File: src/srsf_pkg.sv
// Shared types, codes and constants of the sumo strategy machine.
package srsf_pkg;

  // Strategy modes, one-hot. The bit position is the reported mode code.
  typedef enum logic [12:0] {
    MODE_LAUNCH   = 13'b0_0000_0000_0001,
    MODE_START    = 13'b0_0000_0000_0010,
    MODE_SEARCH   = 13'b0_0000_0000_0100,
    MODE_ALIGN    = 13'b0_0000_0000_1000,
    MODE_ORBIT    = 13'b0_0000_0001_0000,
    MODE_ADVANCE  = 13'b0_0000_0010_0000,
    MODE_LOW      = 13'b0_0000_0100_0000,
    MODE_HIGH     = 13'b0_0000_1000_0000,
    MODE_LINE     = 13'b0_0001_0000_0000,
    MODE_REVERSE  = 13'b0_0010_0000_0000,
    MODE_PIVOT    = 13'b0_0100_0000_0000,
    MODE_RIGHT180 = 13'b0_1000_0000_0000,
    MODE_LEFT180  = 13'b1_0000_0000_0000
  } mode_e;

  typedef enum logic [2:0] {
    ACT_NONE  = 3'd0,
    ACT_BOTH  = 3'd1,
    ACT_FWD   = 3'd2,
    ACT_BACK  = 3'd3,
    ACT_LEFT  = 3'd4,
    ACT_RIGHT = 3'd5,
    ACT_PIVOT = 3'd6,
    ACT_STOP  = 3'd7
  } action_e;

  // Register indexes.
  localparam logic [2:0] REG_LAUNCH_MS   = 3'd0;
  localparam logic [2:0] REG_LOW_MS      = 3'd1;
  localparam logic [2:0] REG_HIGH_MS     = 3'd2;
  localparam logic [2:0] REG_REVERSE_MS  = 3'd3;
  localparam logic [2:0] REG_PIVOT_MS    = 3'd4;
  localparam logic [2:0] REG_HALF_TURN   = 3'd5;
  localparam logic [2:0] REG_POWER_A     = 3'd6;
  localparam logic [2:0] REG_POWER_B     = 3'd7;

  localparam int unsigned CFG_IDX_W  = 3;
  localparam int unsigned CFG_DATA_W = 40;

  localparam logic [7:0]        STOP_LINE = 8'd60;
  localparam logic [7:0]        STOP_TURN = 8'd100;
  localparam logic signed [7:0] ORBIT_LS  = -8'sd10;
  localparam logic signed [7:0] ORBIT_RS  = 8'sd5;

  typedef struct packed {
    logic [15:0] launch_ms;
    logic [15:0] low_attack_ms;
    logic [15:0] high_attack_ms;
    logic [15:0] reverse_ms;
    logic [15:0] attack_pivot_ms;
    logic [15:0] half_turn_ms;
    logic [31:0] power_set_a;
    logic [39:0] power_set_b;
  } cfg_t;

  // Which time stamps take the current time on this request.
  typedef struct packed {
    logic low;
    logic high;
    logic turn;
    logic pivot;
    logic rev;
  } stamp_ld_t;

  typedef struct packed {
    logic [15:0]       hold_ms;
    logic [7:0]        stop_arg;
    logic signed [7:0] right_speed;
    logic signed [7:0] left_speed;
    logic [7:0]        drive_power;
    action_e           drive_action;
    logic [3:0]        mode_now;
  } res_t;

  function automatic logic [3:0] mode_code(mode_e m);
    logic [3:0] c;
    c = 4'd0;
    for (int i = 0; i < 13; i++) begin
      if (m[i]) begin
        c = 4'(i);
      end
    end
    return c;
  endfunction

endpackage

File: src/sumo_robot_strategy_fsm_core.sv
// Top level of the sumo strategy machine: registers, handshakes, result stage.
//
//  Channel  Dir  Handshake                     Payload
//  s_axis   in   s_axis_tvalid/s_axis_tready   tdata: now, enemy, line; tuser: cmd
//  m_axis   out  m_axis_tvalid/m_axis_tready   tdata: mode, action, power, speeds,
//                                              stop arg, hold
//  cfg      in   cfg_we_i (no wait)            cfg_idx_i, cfg_data_i
//
// One request per cycle while no result is stalled: the result register is loaded
// as the request is accepted; the mode logic is a single pass from the state
// registers to the result register. A new request is taken while the held
// result is being taken. Input is stalled only while a result waits and
// m_axis_tready is low. Reset (rst_ni low, asynchronous) puts the machine in
// launch mode, clears all time stamps and loads the register defaults.
module sumo_robot_strategy_fsm_core #(
  parameter int unsigned TIME_BITS = 32
) (
  input  logic        clk_i,
  input  logic        rst_ni,
  // request
  input  logic        s_axis_tvalid,
  output logic        s_axis_tready,
  // [31:0] now_ms, [38:32] enemy_sensors, [40:39] line_sensors, [47:41] zero
  input  logic [47:0] s_axis_tdata,
  // [0] cmd
  input  logic        s_axis_tuser,
  // result
  output logic        m_axis_tvalid,
  input  logic        m_axis_tready,
  // [3:0] mode_now, [6:4] drive_action, [14:7] drive_power, [22:15] left_speed,
  // [30:23] right_speed, [38:31] stop_arg, [54:39] hold_ms, [55] zero
  output logic [55:0] m_axis_tdata,
  // configuration writes
  input  logic                              cfg_we_i,
  input  logic [srsf_pkg::CFG_IDX_W-1:0]    cfg_idx_i,
  input  logic [srsf_pkg::CFG_DATA_W-1:0]   cfg_data_i
);

  srsf_pkg::cfg_t       cfg_q;
  srsf_pkg::mode_e      mode_q, mode_d;
  srsf_pkg::stamp_ld_t  ld;
  srsf_pkg::res_t       res_d, res_q;
  logic                 out_valid_q;
  logic [TIME_BITS-1:0] low_start_q, high_start_q, turn_start_q;
  logic [TIME_BITS-1:0] pivot_start_q, rev_start_q;
  logic [TIME_BITS+31:0] now_ext;
  logic [TIME_BITS-1:0] now_t;
  logic                 in_acc;

  // Time stamp is taken modulo 2^TIME_BITS.
  assign now_ext = {{TIME_BITS{1'b0}}, s_axis_tdata[31:0]};
  assign now_t   = now_ext[TIME_BITS-1:0];

  assign s_axis_tready = !out_valid_q || m_axis_tready;
  assign in_acc        = s_axis_tvalid && s_axis_tready;

  // Configuration registers.
  always_ff @(posedge clk_i or negedge rst_ni) begin
    if (!rst_ni) begin
      cfg_q.launch_ms       <= 16'd200;
      cfg_q.low_attack_ms   <= 16'd300;
      cfg_q.high_attack_ms  <= 16'd300;
      cfg_q.reverse_ms      <= 16'd300;
      cfg_q.attack_pivot_ms <= 16'd150;
      cfg_q.half_turn_ms    <= 16'd400;
      cfg_q.power_set_a     <= '0;
      cfg_q.power_set_b     <= '0;
    end else if (cfg_we_i) begin
      unique case (cfg_idx_i)
        srsf_pkg::REG_LAUNCH_MS:  cfg_q.launch_ms       <= cfg_data_i[15:0];
        srsf_pkg::REG_LOW_MS:     cfg_q.low_attack_ms   <= cfg_data_i[15:0];
        srsf_pkg::REG_HIGH_MS:    cfg_q.high_attack_ms  <= cfg_data_i[15:0];
        srsf_pkg::REG_REVERSE_MS: cfg_q.reverse_ms      <= cfg_data_i[15:0];
        srsf_pkg::REG_PIVOT_MS:   cfg_q.attack_pivot_ms <= cfg_data_i[15:0];
        srsf_pkg::REG_HALF_TURN:  cfg_q.half_turn_ms    <= cfg_data_i[15:0];
        srsf_pkg::REG_POWER_A:    cfg_q.power_set_a     <= cfg_data_i[31:0];
        srsf_pkg::REG_POWER_B:    cfg_q.power_set_b     <= cfg_data_i[39:0];
        default: begin
        end
      endcase
    end
  end

  srsf_step #(
    .TIME_BITS(TIME_BITS)
  ) u_step (
    .cmd_i         (s_axis_tuser),
    .now_i         (now_t),
    .enemy_i       (s_axis_tdata[38:32]),
    .line_i        (s_axis_tdata[40:39]),
    .mode_i        (mode_q),
    .cfg_i         (cfg_q),
    .low_start_i   (low_start_q),
    .high_start_i  (high_start_q),
    .turn_start_i  (turn_start_q),
    .pivot_start_i (pivot_start_q),
    .rev_start_i   (rev_start_q),
    .mode_o        (mode_d),
    .ld_o          (ld),
    .res_o         (res_d)
  );

  // Mode, stamps and output valid.
  always_ff @(posedge clk_i or negedge rst_ni) begin
    if (!rst_ni) begin
      mode_q        <= srsf_pkg::MODE_LAUNCH;
      low_start_q   <= '0;
      high_start_q  <= '0;
      turn_start_q  <= '0;
      pivot_start_q <= '0;
      rev_start_q   <= '0;
      out_valid_q   <= 1'b0;
    end else begin
      if (in_acc) begin
        mode_q <= mode_d;
        if (ld.low)   low_start_q   <= now_t;
        if (ld.high)  high_start_q  <= now_t;
        if (ld.turn)  turn_start_q  <= now_t;
        if (ld.pivot) pivot_start_q <= now_t;
        if (ld.rev)   rev_start_q   <= now_t;
        out_valid_q <= 1'b1;
      end else if (m_axis_tready) begin
        out_valid_q <= 1'b0;
      end
    end
  end

  // Result payload.
  always_ff @(posedge clk_i) begin
    if (in_acc) begin
      res_q <= res_d;
    end
  end

  assign m_axis_tvalid = out_valid_q;
  assign m_axis_tdata  = {1'b0, res_q};

`ifndef SYNTHESIS
  // A stop request lands in launch mode with a line-type stop.
  assert property (@(posedge clk_i) disable iff (!rst_ni)
    in_acc && s_axis_tuser |=> m_axis_tvalid &&
      res_q.drive_action == srsf_pkg::ACT_STOP &&
      res_q.mode_now == srsf_pkg::mode_code(srsf_pkg::MODE_LAUNCH) &&
      res_q.stop_arg == srsf_pkg::STOP_LINE)
    else $error("stop request did not return to launch");

  // A waiting result is never overwritten.
  assert property (@(posedge clk_i) disable iff (!rst_ni)
    m_axis_tvalid && !m_axis_tready |-> !s_axis_tready)
    else $error("input taken while result stalled");

  // Each accepted request yields a result next cycle.
  assert property (@(posedge clk_i) disable iff (!rst_ni)
    in_acc |=> m_axis_tvalid)
    else $error("accepted request produced no result");

  // Speeds only with the both-speeds action.
  assert property (@(posedge clk_i) disable iff (!rst_ni)
    m_axis_tvalid && res_q.drive_action != srsf_pkg::ACT_BOTH |->
      res_q.left_speed == 8'sd0 && res_q.right_speed == 8'sd0)
    else $error("speeds set outside both-speeds action");

  // Stop argument is one of the two stop kinds.
  assert property (@(posedge clk_i) disable iff (!rst_ni)
    m_axis_tvalid && res_q.drive_action == srsf_pkg::ACT_STOP |->
      res_q.stop_arg == srsf_pkg::STOP_LINE || res_q.stop_arg == srsf_pkg::STOP_TURN)
    else $error("bad stop argument");
`endif

endmodule

File: src/srsf_step.sv
// Next-mode and motor-command logic for one sensor tick.
module srsf_step #(
  parameter int unsigned TIME_BITS = 32
) (
  input  logic                  cmd_i,
  input  logic [TIME_BITS-1:0]  now_i,
  input  logic [6:0]            enemy_i,
  input  logic [1:0]            line_i,
  input  srsf_pkg::mode_e       mode_i,
  input  srsf_pkg::cfg_t        cfg_i,
  input  logic [TIME_BITS-1:0]  low_start_i,
  input  logic [TIME_BITS-1:0]  high_start_i,
  input  logic [TIME_BITS-1:0]  turn_start_i,
  input  logic [TIME_BITS-1:0]  pivot_start_i,
  input  logic [TIME_BITS-1:0]  rev_start_i,
  output srsf_pkg::mode_e       mode_o,
  output srsf_pkg::stamp_ld_t   ld_o,
  output srsf_pkg::res_t        res_o
);

  logic [TIME_BITS-1:0] el_low, el_high, el_turn, el_pivot, el_rev;
  logic                 line_any, tail_en;
  logic [15:0]          el16;
  logic [19:0]          el_x10, half_x7;
  logic                 turn_done, turning;
  srsf_pkg::mode_e      mode_n;

  // Wrapping elapsed times.
  assign el_low   = now_i - low_start_i;
  assign el_high  = now_i - high_start_i;
  assign el_turn  = now_i - turn_start_i;
  assign el_pivot = now_i - pivot_start_i;
  assign el_rev   = now_i - rev_start_i;

  assign line_any = |line_i;

  // Fractions of the half turn: 0.7 as 10*e < 7*h, 0.5 as 2*e < h.
  // Only looked at while e < h, so the low 16 bits of e suffice.
  assign turn_done = el_turn >= TIME_BITS'(cfg_i.half_turn_ms);
  assign el16      = el_turn[15:0];
  assign el_x10    = 20'(el16) * 20'd10;
  assign half_x7   = 20'(cfg_i.half_turn_ms) * 20'd7;

  always_comb begin
    turning = 1'b0;
    if (!turn_done) begin
      if (mode_i == srsf_pkg::MODE_RIGHT180) begin
        turning = el_x10 < half_x7;
      end else begin
        turning = {1'b0, el16, 1'b0} < {2'b00, cfg_i.half_turn_ms};
      end
    end
  end

  always_comb begin
    mode_n  = mode_i;
    ld_o    = '0;
    res_o   = '0;
    tail_en = 1'b0;
    res_o.drive_action = srsf_pkg::ACT_NONE;

    if (cmd_i) begin
      mode_n             = srsf_pkg::MODE_LAUNCH;
      res_o.drive_action = srsf_pkg::ACT_STOP;
      res_o.stop_arg     = srsf_pkg::STOP_LINE;
    end else begin
      unique case (mode_i)
        srsf_pkg::MODE_LAUNCH: begin
          res_o.drive_action = srsf_pkg::ACT_BOTH;
          res_o.left_speed   = cfg_i.power_set_b[39:32];
          res_o.right_speed  = cfg_i.power_set_b[39:32];
          res_o.hold_ms      = cfg_i.launch_ms;
          mode_n             = srsf_pkg::MODE_START;
        end
        srsf_pkg::MODE_START: begin
          priority if (line_any) begin
            mode_n = srsf_pkg::MODE_LINE;
          end else if (|enemy_i[5:0]) begin
            mode_n = srsf_pkg::MODE_ALIGN;
          end else if (enemy_i[6]) begin
            mode_n  = srsf_pkg::MODE_RIGHT180;
            ld_o.turn = 1'b1;
          end else begin
            mode_n = srsf_pkg::MODE_SEARCH;
          end
        end
        srsf_pkg::MODE_SEARCH: begin
          res_o.drive_action = srsf_pkg::ACT_FWD;
          res_o.drive_power  = cfg_i.power_set_a[7:0];
          mode_n             = srsf_pkg::MODE_START;
        end
        srsf_pkg::MODE_ALIGN: begin
          priority if (enemy_i[2] || enemy_i[3]) begin
            mode_n = srsf_pkg::MODE_ADVANCE;
          end else if (enemy_i[0] || enemy_i[1]) begin
            res_o.drive_action = srsf_pkg::ACT_LEFT;
            res_o.drive_power  = cfg_i.power_set_a[15:8];
          end else if (enemy_i[4] || enemy_i[5]) begin
            res_o.drive_action = srsf_pkg::ACT_RIGHT;
            res_o.drive_power  = cfg_i.power_set_a[15:8];
          end else begin
            mode_n = srsf_pkg::MODE_START;
          end
        end
        srsf_pkg::MODE_ORBIT: begin
          res_o.drive_action = srsf_pkg::ACT_BOTH;
          res_o.left_speed   = srsf_pkg::ORBIT_LS;
          res_o.right_speed  = srsf_pkg::ORBIT_RS;
        end
        srsf_pkg::MODE_ADVANCE: begin
          if (enemy_i[2] || enemy_i[3]) begin
            res_o.drive_action = srsf_pkg::ACT_FWD;
            res_o.drive_power  = cfg_i.power_set_a[23:16];
            if (enemy_i[2] && enemy_i[3]) begin
              mode_n   = srsf_pkg::MODE_LOW;
              ld_o.low = 1'b1;
            end
          end else begin
            mode_n = srsf_pkg::MODE_ALIGN;
          end
        end
        srsf_pkg::MODE_LOW: begin
          tail_en = 1'b1;
          if (el_low < TIME_BITS'(cfg_i.low_attack_ms)) begin
            res_o.drive_action = srsf_pkg::ACT_FWD;
            res_o.drive_power  = cfg_i.power_set_a[31:24];
          end else begin
            mode_n    = srsf_pkg::MODE_HIGH;
            ld_o.high = 1'b1;
          end
        end
        srsf_pkg::MODE_HIGH: begin
          tail_en = 1'b1;
          if (el_high < TIME_BITS'(cfg_i.high_attack_ms)) begin
            res_o.drive_action = srsf_pkg::ACT_FWD;
            res_o.drive_power  = cfg_i.power_set_b[7:0];
          end else begin
            mode_n     = srsf_pkg::MODE_PIVOT;
            ld_o.pivot = 1'b1;
          end
        end
        srsf_pkg::MODE_LINE: begin
          res_o.drive_action = srsf_pkg::ACT_STOP;
          res_o.stop_arg     = srsf_pkg::STOP_LINE;
          ld_o.rev           = 1'b1;
          mode_n             = srsf_pkg::MODE_REVERSE;
        end
        srsf_pkg::MODE_REVERSE: begin
          priority if (el_rev < TIME_BITS'(cfg_i.reverse_ms)) begin
            res_o.drive_action = srsf_pkg::ACT_BACK;
            res_o.drive_power  = cfg_i.power_set_b[15:8];
          end else if (line_i[0]) begin
            ld_o.turn = 1'b1;
            mode_n    = srsf_pkg::MODE_RIGHT180;
          end else if (line_i[1]) begin
            ld_o.turn = 1'b1;
            mode_n    = srsf_pkg::MODE_LEFT180;
          end else begin
            mode_n = srsf_pkg::MODE_START;
          end
        end
        srsf_pkg::MODE_PIVOT: begin
          if (el_pivot < TIME_BITS'(cfg_i.attack_pivot_ms)) begin
            res_o.drive_action = srsf_pkg::ACT_PIVOT;
            res_o.drive_power  = cfg_i.power_set_b[23:16];
          end else begin
            mode_n = srsf_pkg::MODE_LOW;
          end
        end
        srsf_pkg::MODE_RIGHT180, srsf_pkg::MODE_LEFT180: begin
          if (turning) begin
            res_o.drive_action = (mode_i == srsf_pkg::MODE_RIGHT180) ?
                                 srsf_pkg::ACT_RIGHT : srsf_pkg::ACT_LEFT;
            res_o.drive_power  = cfg_i.power_set_b[31:24];
          end else begin
            res_o.drive_action = srsf_pkg::ACT_STOP;
            res_o.stop_arg     = srsf_pkg::STOP_TURN;
            if (turn_done) begin
              mode_n = srsf_pkg::MODE_START;
            end
          end
        end
        default: begin
          mode_n = srsf_pkg::MODE_LAUNCH;
        end
      endcase
    end

    // Shared attack checks; losing either front sensor wins over all of them,
    // but stamps chosen on the way are still taken.
    if (tail_en) begin
      priority if (line_any) begin
        mode_n   = srsf_pkg::MODE_LINE;
        ld_o.rev = 1'b1;
      end else if (!enemy_i[2] && !enemy_i[3] &&
                   (enemy_i[0] || enemy_i[1] || enemy_i[4] || enemy_i[5])) begin
        mode_n = srsf_pkg::MODE_ALIGN;
      end else if (enemy_i[6]) begin
        mode_n    = srsf_pkg::MODE_RIGHT180;
        ld_o.turn = 1'b1;
      end else begin
        mode_n = mode_n;
      end
      if (!(enemy_i[2] && enemy_i[3])) begin
        mode_n = srsf_pkg::MODE_START;
      end
    end

    res_o.mode_now = srsf_pkg::mode_code(mode_n);
  end

  assign mode_o = mode_n;

endmodule

File: config.mk
export PLATFORM = sky130hd
export DESIGN_NAME = sumo_robot_strategy_fsm_core
export DESIGN_NICKNAME = d
export VERILOG_FILES = /design/src/srsf_pkg.sv /design/src/sumo_robot_strategy_fsm_core.sv /design/src/srsf_step.sv
export SDC_FILE = /design/constraint.sdc
export NUM_CORES = 1
export LEC_CHECK = 0
export BUFFER_PORTS_ARGS = -buffer_cell sky130_fd_sc_hd__clkbuf_2
export CAP_MARGIN = 30
export CORE_ASPECT_RATIO = 1.2
export CORE_MARGIN = 1.5
export CORE_UTILIZATION = 55
export DETAILED_ROUTE_END_ITERATION = 8
export PLACE_DENSITY_LB_ADDON = 0.08
export SETUP_SLACK_MARGIN = 0.05
export SKIP_LAST_GASP = 1
export SYNTH_ARGS = -nofsm -noshare
export SYNTH_HDL_FRONTEND = slang
export SYNTH_SLANG_ARGS = --single-unit
File: constraint.sdc
create_clock -name clk_i -period 6.8 [get_ports clk_i]
set_input_delay 0.34 -clock clk_i [delete_from_list [all_inputs] [get_ports clk_i]]
set_output_delay 0.34 -clock clk_i [all_outputs]
set_load 0.01 [all_outputs]
=== Word level (Yosys, flattened, before mapping) ===
Cells that the tools add are included.

* Input bits: 97
* Word-level logic and storage cells: 172
* Output and inout bits: 58
* Flip-flop bits (word level): 397

* Magnitude comparators: 7
* Mux-type cells: 78
* $mul: 2
* Equality and inequality tests: 20
* Bitwise operators: 1
* Reduce and logical (&&, ||, !) cells: 36
* Add/subtract/negate cells: 5

{| class="wikitable"
|+ Operators with widths
! operator !! count
|-
| $mux 13 || 20
|-
| $sub 32x32->32 || 5
|-
| $pmux 13 s11 || 1
|-
| $lt 32x16->1 || 4
|-
| $mux 11 || 8
|-
| $pmux 8 s8 || 1
|-
| $mul 16x3->19 const B || 2
|-
| $ge 32x16->1 || 1
|-
| $pmux 16 s2 || 1
|-
| $pmux 3 s10 || 1
|-
| $mux 1 || 28
|-
| $mux 3 || 9
|-
| $reduce_and 2->1 || 13
|-
| $mux 12 || 2
|-
| $lt 20x19->1 || 1
|-
| $lt 17x16->1 || 1
|-
| $pmux 8 s2 || 1
|-
| $eq 13x1->1 const B || 1
|-
| $eq 13x10->1 const B || 1
|-
| $eq 13x11->1 const B || 1
|-
| $eq 13x12->1 const B || 1
|-
| $eq 13x13->1 const B || 1
|-
| $eq 13x2->1 const B || 1
|-
| $eq 13x3->1 const B || 1
|-
| other kinds (23) || 43
|}

=== Depth between registers and ports, before layout ===
* Word-level depth: 24
* Depth in mapped cells: 33
* Mapped depth without buffers: 33

=== Modules after synthesis ===
Synthesis repeated with hierarchy kept, for this count alone.

* Cells, all modules: 3179
* Area, all modules: 30643.1 um^2

{| class="wikitable"
|+ By module, submodules not included
! module !! sequential area each (um^2) !! area each (um^2) !! times used !! cells each
|-
| srsf_step || 0.0 || 16119.2 || 1 || 2383
|-
| sumo_robot_strategy_fsm_core || 10238.6 || 14523.9 || 1 || 796
|}

=== Least setup slack after synthesis ===
OpenSTA, ideal clock, no wires.

* Kind: input port to flip-flop
* From: input s_axis_tdata[0]
* To: register res_q, in the netlist m_axis_tdata[5] (data pin)
* Data required time: 6.534 ns
* Cell stages on the path: 31
* Setup slack: 0.987 ns
* Arrival time: 5.546 ns
* Path buffers: 0
* Setup time: 0.266 ns
* Path through: inv_1 ha_1 fa_1 nand2b_1 a21oi_1 nor2_1 xnor2_1 ha_1 ha_1 inv_1 o21ai_0 a21oi_1 o21ai_0 a21o_1 a21o_1 a21o_1 a21oi_1 o21a_1 nor2_1 a211oi_1 ha_1 nand2_1 nor4_1 o21ai_0 o2111ai_1 a31oi_1 nand2_1 a21o_1 o31a_1 nor3_1 nand3_1

* Word-level cells in the longest chain between the ends: 7
* Elaborated cells on any way between the ends: 21
* Classes of those cells: add/sub (5); mul (1); order compare (7); mux (8)

{| class="wikitable"
|+ Ends and longest elaborated chain
! what !! line !! text
|-
| from (decl) || sumo_robot_strategy_fsm_core.sv:24 || <nowiki>input logic [47:0] s_axis_tdata,</nowiki>
|-
| $sub 32x32->32 || srsf_step.sv:31 || <nowiki>assign el_turn = now_i - turn_start_i;</nowiki>
|-
| $mul 16x3->19 || srsf_step.sv:41 || <nowiki>assign el_x10 = 20'(el16) * 20'd10;</nowiki>
|-
| $lt 20x19->1 || srsf_step.sv:48 || <nowiki>turning = el_x10 < half_x7;</nowiki>
|-
| $mux 1 || srsf_step.sv:47 || <nowiki>if (mode_i == srsf_pkg::MODE_RIGHT180) begin</nowiki>
|-
| $mux 1 || srsf_step.sv:46 || <nowiki>if (!turn_done) begin</nowiki>
|-
| $mux 3 || srsf_step.sv:171 || <nowiki>if (turning) begin</nowiki>
|-
| $pmux 3 s10 * || srsf_step.sv:67 || <nowiki>unique case (mode_i)</nowiki>
|-
| to (signal assigned) || sumo_robot_strategy_fsm_core.sv:131 || <nowiki>res_q <= res_d;</nowiki>
|-
| to (decl) || sumo_robot_strategy_fsm_core.sv:42 || <nowiki>srsf_pkg::res_t res_d, res_q;</nowiki>
|}

Mark *: on every way between the ends. The rest lies on a longest branch, timed or not.
A chain may end at the register's enable or synchronous reset.

=== Worst setup path in the final report ===
* From: register turn_start_q[0]
* To: register res_q, in the netlist m_axis_tdata[8] (data pin)

* Word-level cells in the longest chain between the ends: 7
* Elaborated cells on any way between the ends: 9
* Classes of those cells: add/sub (1); mul (1); order compare (3); mux (4)

{| class="wikitable"
|+ Ends and longest elaborated chain
! what !! line !! text
|-
| from (decl) || sumo_robot_strategy_fsm_core.sv:44 || <nowiki>logic [TIME_BITS-1:0] low_start_q, high_start_q, turn_start_q;</nowiki>
|-
| from (signal assigned) || sumo_robot_strategy_fsm_core.sv:118 || <nowiki>if (ld.turn) turn_start_q <= now_t;</nowiki>
|-
| $sub 32x32->32 * || srsf_step.sv:31 ||
|-
| $mul 16x3->19 || srsf_step.sv:41 ||
|-
| $lt 20x19->1 || srsf_step.sv:48 ||
|-
| $mux 1 || srsf_step.sv:47 ||
|-
| $mux 1 * || srsf_step.sv:46 ||
|-
| $mux 8 * || srsf_step.sv:171 ||
|-
| $pmux 8 s8 * || srsf_step.sv:67 ||
|}

Marks and branches as above.

==> results.md <==
- Fin nets: 3966
- Routability cong.: 0.939
- Layout cells sized above 1: 0.146
- PortBufs: 143
- Buf/Inv on CP: 1
- Least-Margin Pin Slew: 1.02 ns
- CP arrival: 6.76 ns
- Number of synthesized register bits: 390
- Most used cell, CP: ha_1
- Worst-path maximum fanout: 8
- Sequential share of power: 0.314
- Type of the worst min-delay path: in -> reg
- Crit path depth: 30
- Worst setup path endpoint: m_axis_tdata[8]
- Status: complete, no violations
- Leak: 15.4 nW
- Vias per inst: 6.14
- Startpoint types: flip-flop
- Die Width: 217 um
- Asr flop ratio synth: 0.877
- Synth warn: 0
- Critical path's slowest cell: fa_1
- Worst reg2reg startpoint: turn_start_q[0]
- Max Cap Viol: 0
- Avg WL per Cell: 21.7 um
- Clock transition at path regs: 0.07 ns
- Most used DFF post-synth: dfrtp_1
- Core Rows: 93
- Total iterations of the first detailed-routing run: 7
- Tcrit/Tclk final: 0.946
- CP required: 7.13 ns
- # setup viols final: 0
- Hold WS: 0.0356 ns
- Power share of the combinational group: 0.424
- Vias in the first global route: 25800
- Hold Fails Final Rpt: 0
- Fmax: 155 MHz
- CTS buffer count: 45
- Crit. End Element: flip-flop
- Synth area leaders: dfrtp_1 26%, ha_1 13%, mux2_2 6.2%
- Routed Antenna Nets: 0
- Clock Path Buffers: 3
- Clock latency on the worst-skew pair: 0.61 ns
- Synthesized instance count: 3412
- Reg2reg setup slack: 0.36 ns
- Root Driver: clkbuf_16
- Crit Path Category: reg -> reg
- Largest net degree at the start of global routing: 153
- Power density over the cells: 275 nW/um^2
- Setup crit start: turn_start_q[0]
- TritonCTS Sinks: 390
- Vias post-DR: 26300
- RSZ-0062 raised after global routing: false
- Peak VDD IR: 0.296 mV
- Post-synth EDFFs: 48
- CTS H-Tree Depth: 2
- Min cycle time layout: 6.44 ns
- Critical path's top delay family: compound AO/OA/AOI/OAI gates
- Sw Share: 0.379
- DRC Markers: 0
- Detail Placement HPWL: 69000 um
- Total gr overflow: 0
- Initial antenna violation count: 3
- Area Growth Syn to Fin: 10.8%
- Reg-to-reg endpoint: m_axis_tdata[8]
- CP peak stage delay: 0.42 ns
- DR iter-0 viols: 1757
- CTS tree: yes
- GRT Total Usage: 0.329
- Die Height: 260 um
- Synthesized area: 30200 um^2
- Final WL: 92900 um
- Sequential share of the synthesized area: 0.332
- Area leader, netlist: dfrtp_1
- First-pass GRT wire length: 144000 um
- Post-synth top area share: 0.264
- Worst rel slew slack: 0.313
- Post-Route Skew: 0.0279 ns
- Core ar.: 54000 um^2
- Reg2Reg Depth: 30
- Starting Density: 0.560
- Fill cell count: 4637
- Int Pwr: 5.71 mW
- I/O pin cnt: 155
- Mapped Avg Cell Area: 8.86 um^2
- Post-synth cell types: 91
- Setup TNS: 0 ns
- Sw power: 3.48 mW
- Die area: 56400 um^2
- Clock power frac: 0.262
- Slew Limit Fails: 0
==> area by class of cell <==
type | instances | area (um^2) | area share
diodes | 1 | 2.50 | 0.0000747
clock buffers | 57 | 1210 | 0.0362
clock inverters | 25 | 236 | 0.00706
inverters | 307 | 1150 | 0.0344
multi-input cells | 2580 | 18600 | 0.556
flip-flops and latches | 390 | 10000 | 0.299
well taps | 712 | 891 | 0.0266
repair buffers | 215 | 1350 | 0.0403
==> power by group through the flow <==
| stage | Combinational, mW | Sequential (mW) | Clock [mW] |
|---|---|---|---|
| floorplan | 2.81 | 2.88 | 0 |
| global placement | 3.68 | 2.91 | 0 |
| detailed placement | 3.78 | 2.92 | 0 |
| CTS | 3.83 | 2.89 | 2.45 |
| global route | 4.37 | 2.92 | 2.54 |
| finish | 3.90 | 2.89 | 2.41 |
==> routing by layer <==
metal | global-route usage | part of all wire | up-vias
li1 | - | - | 12600
met1 | 0.422 | 0.42 | 12700
met2 | 0.561 | 0.47 | 856
met3 | 0.0401 | 0.063 | 164
met4 | 0.135 | 0.043 | 0
met5 | 0 | 0 | -
==> kinds of logic (layout without fill, tap and decap cells) <==
family / after synthesis / after routing / share of synthesized area
flops: 390 / 390 / 0.332
fa+ha+maj: 330 / 330 / 0.142
xor+xnor: 137 / 137 / 0.0397
other cells: 1 / 5 / 0.000124
simple gates: 954 / 954 / 0.156
compound gates: 982 / 982 / 0.210
mux: 173 / 173 / 0.0642
buf+inv: 445 / 604 / 0.0567
==> worst min-delay path by stage <==
stage	start	depth (start not counted)	slack [ns]	end
floorplan	rst_ni	0	0.04	cfg_q[0]
global placement	rst_ni	1	0.37	cfg_q[72]
detailed placement	rst_ni	1	0.38	cfg_q[72]
CTS	cfg_data_i[18]	2	0.003	cfg_q[18]
global route	cfg_data_i[20]	2	0.02	cfg_q[20]
finish	cfg_data_i[18]	2	0.04	cfg_q[58]
==> cells in the mapped netlist (9+ instances only) <==
master / instances
fa_1: 22
nor4_1: 17
mux2_2: 167
or3_1: 20
or4_1: 13
xor2_1: 59
and3_1: 26
and2_1: 43
nand4_1: 50
xnor2_1: 78
nor3_1: 70
o2111ai_1: 18
dfrtp_1: 319
or2_2: 18
a21o_1: 82
nand2_1: 358
nor4b_1: 11
o31ai_1: 11
ha_1: 308
a31oi_1: 28
nand4b_1: 10
clkbuf_1: 114
inv_1: 307
nor2_1: 153
o21a_1: 49
a2111oi_0: 11
a211o_1: 9
a211oi_1: 40
nor2b_1: 18
o211ai_1: 38
edfxtp_1: 48
a221oi_1: 13
o21bai_1: 29
dfstp_2: 23
nand3_1: 63
a21oi_1: 204
o21ai_0: 308
buf_2: 10
o31a_1: 10
a21boi_0: 11
nand2b_1: 40
and4_1: 10
a221o_1: 11
nor3b_1: 13
==> cell usage in the layout (no fill, tap or decap), types with 63 or more instances in the layout <==
master / Yosys / routed
a21o_1: 82 / 82
xnor2_1: 78 / 74
a21oi_1: 204 / 200
o21ai_0: 308 / 306
mux2_2: 167 / 167
nor3_1: 70 / 67
inv_1: 307 / 306
clkbuf_2: 0 / 142
nor2_1: 153 / 153
nand3_1: 63 / 63
dfrtp_1: 319 / 319
nand2_1: 358 / 358
ha_1: 308 / 308
==> metrics by stage <==
| stage | util | cell area, um^2 | power (mW) | setup slack [ns] | cells |
|---|---|---|---|---|---|
| floorplan | - | 30200 | 5.69 | 0.987 | 3415 |
| global placement | 0.588 | 31700 | 6.58 | 0.301 | 4178 |
| detailed placement | 0.588 | 31800 | 6.71 | 0.0755 | 4181 |
| CTS | 0.619 | 33400 | 9.17 | 0.253 | 4283 |
| global route | 0.620 | 33500 | 9.84 | 0.00589 | 4286 |
| finish | 0.620 | 33500 | 9.20 | 0.364 | 4287 |
==> flip-flops by register name, summed over array words and instances, names as in the netlist <==
name,flops
cfg_q,168
high_start_q,32
low_start_q,32
m_axis_tdata,48
m_axis_tvalid,1
mode_q,13
pivot_start_q,32
rev_start_q,32
turn_start_q,32
==> timing repair <==
item,CTS,global route
hold buffers,20,0
hold endpoints to repair,100,0
resized for setup,0,12
buffers inserted,0,3
setup endpoints to repair,0,12
(Power assumes the default switching activity.)
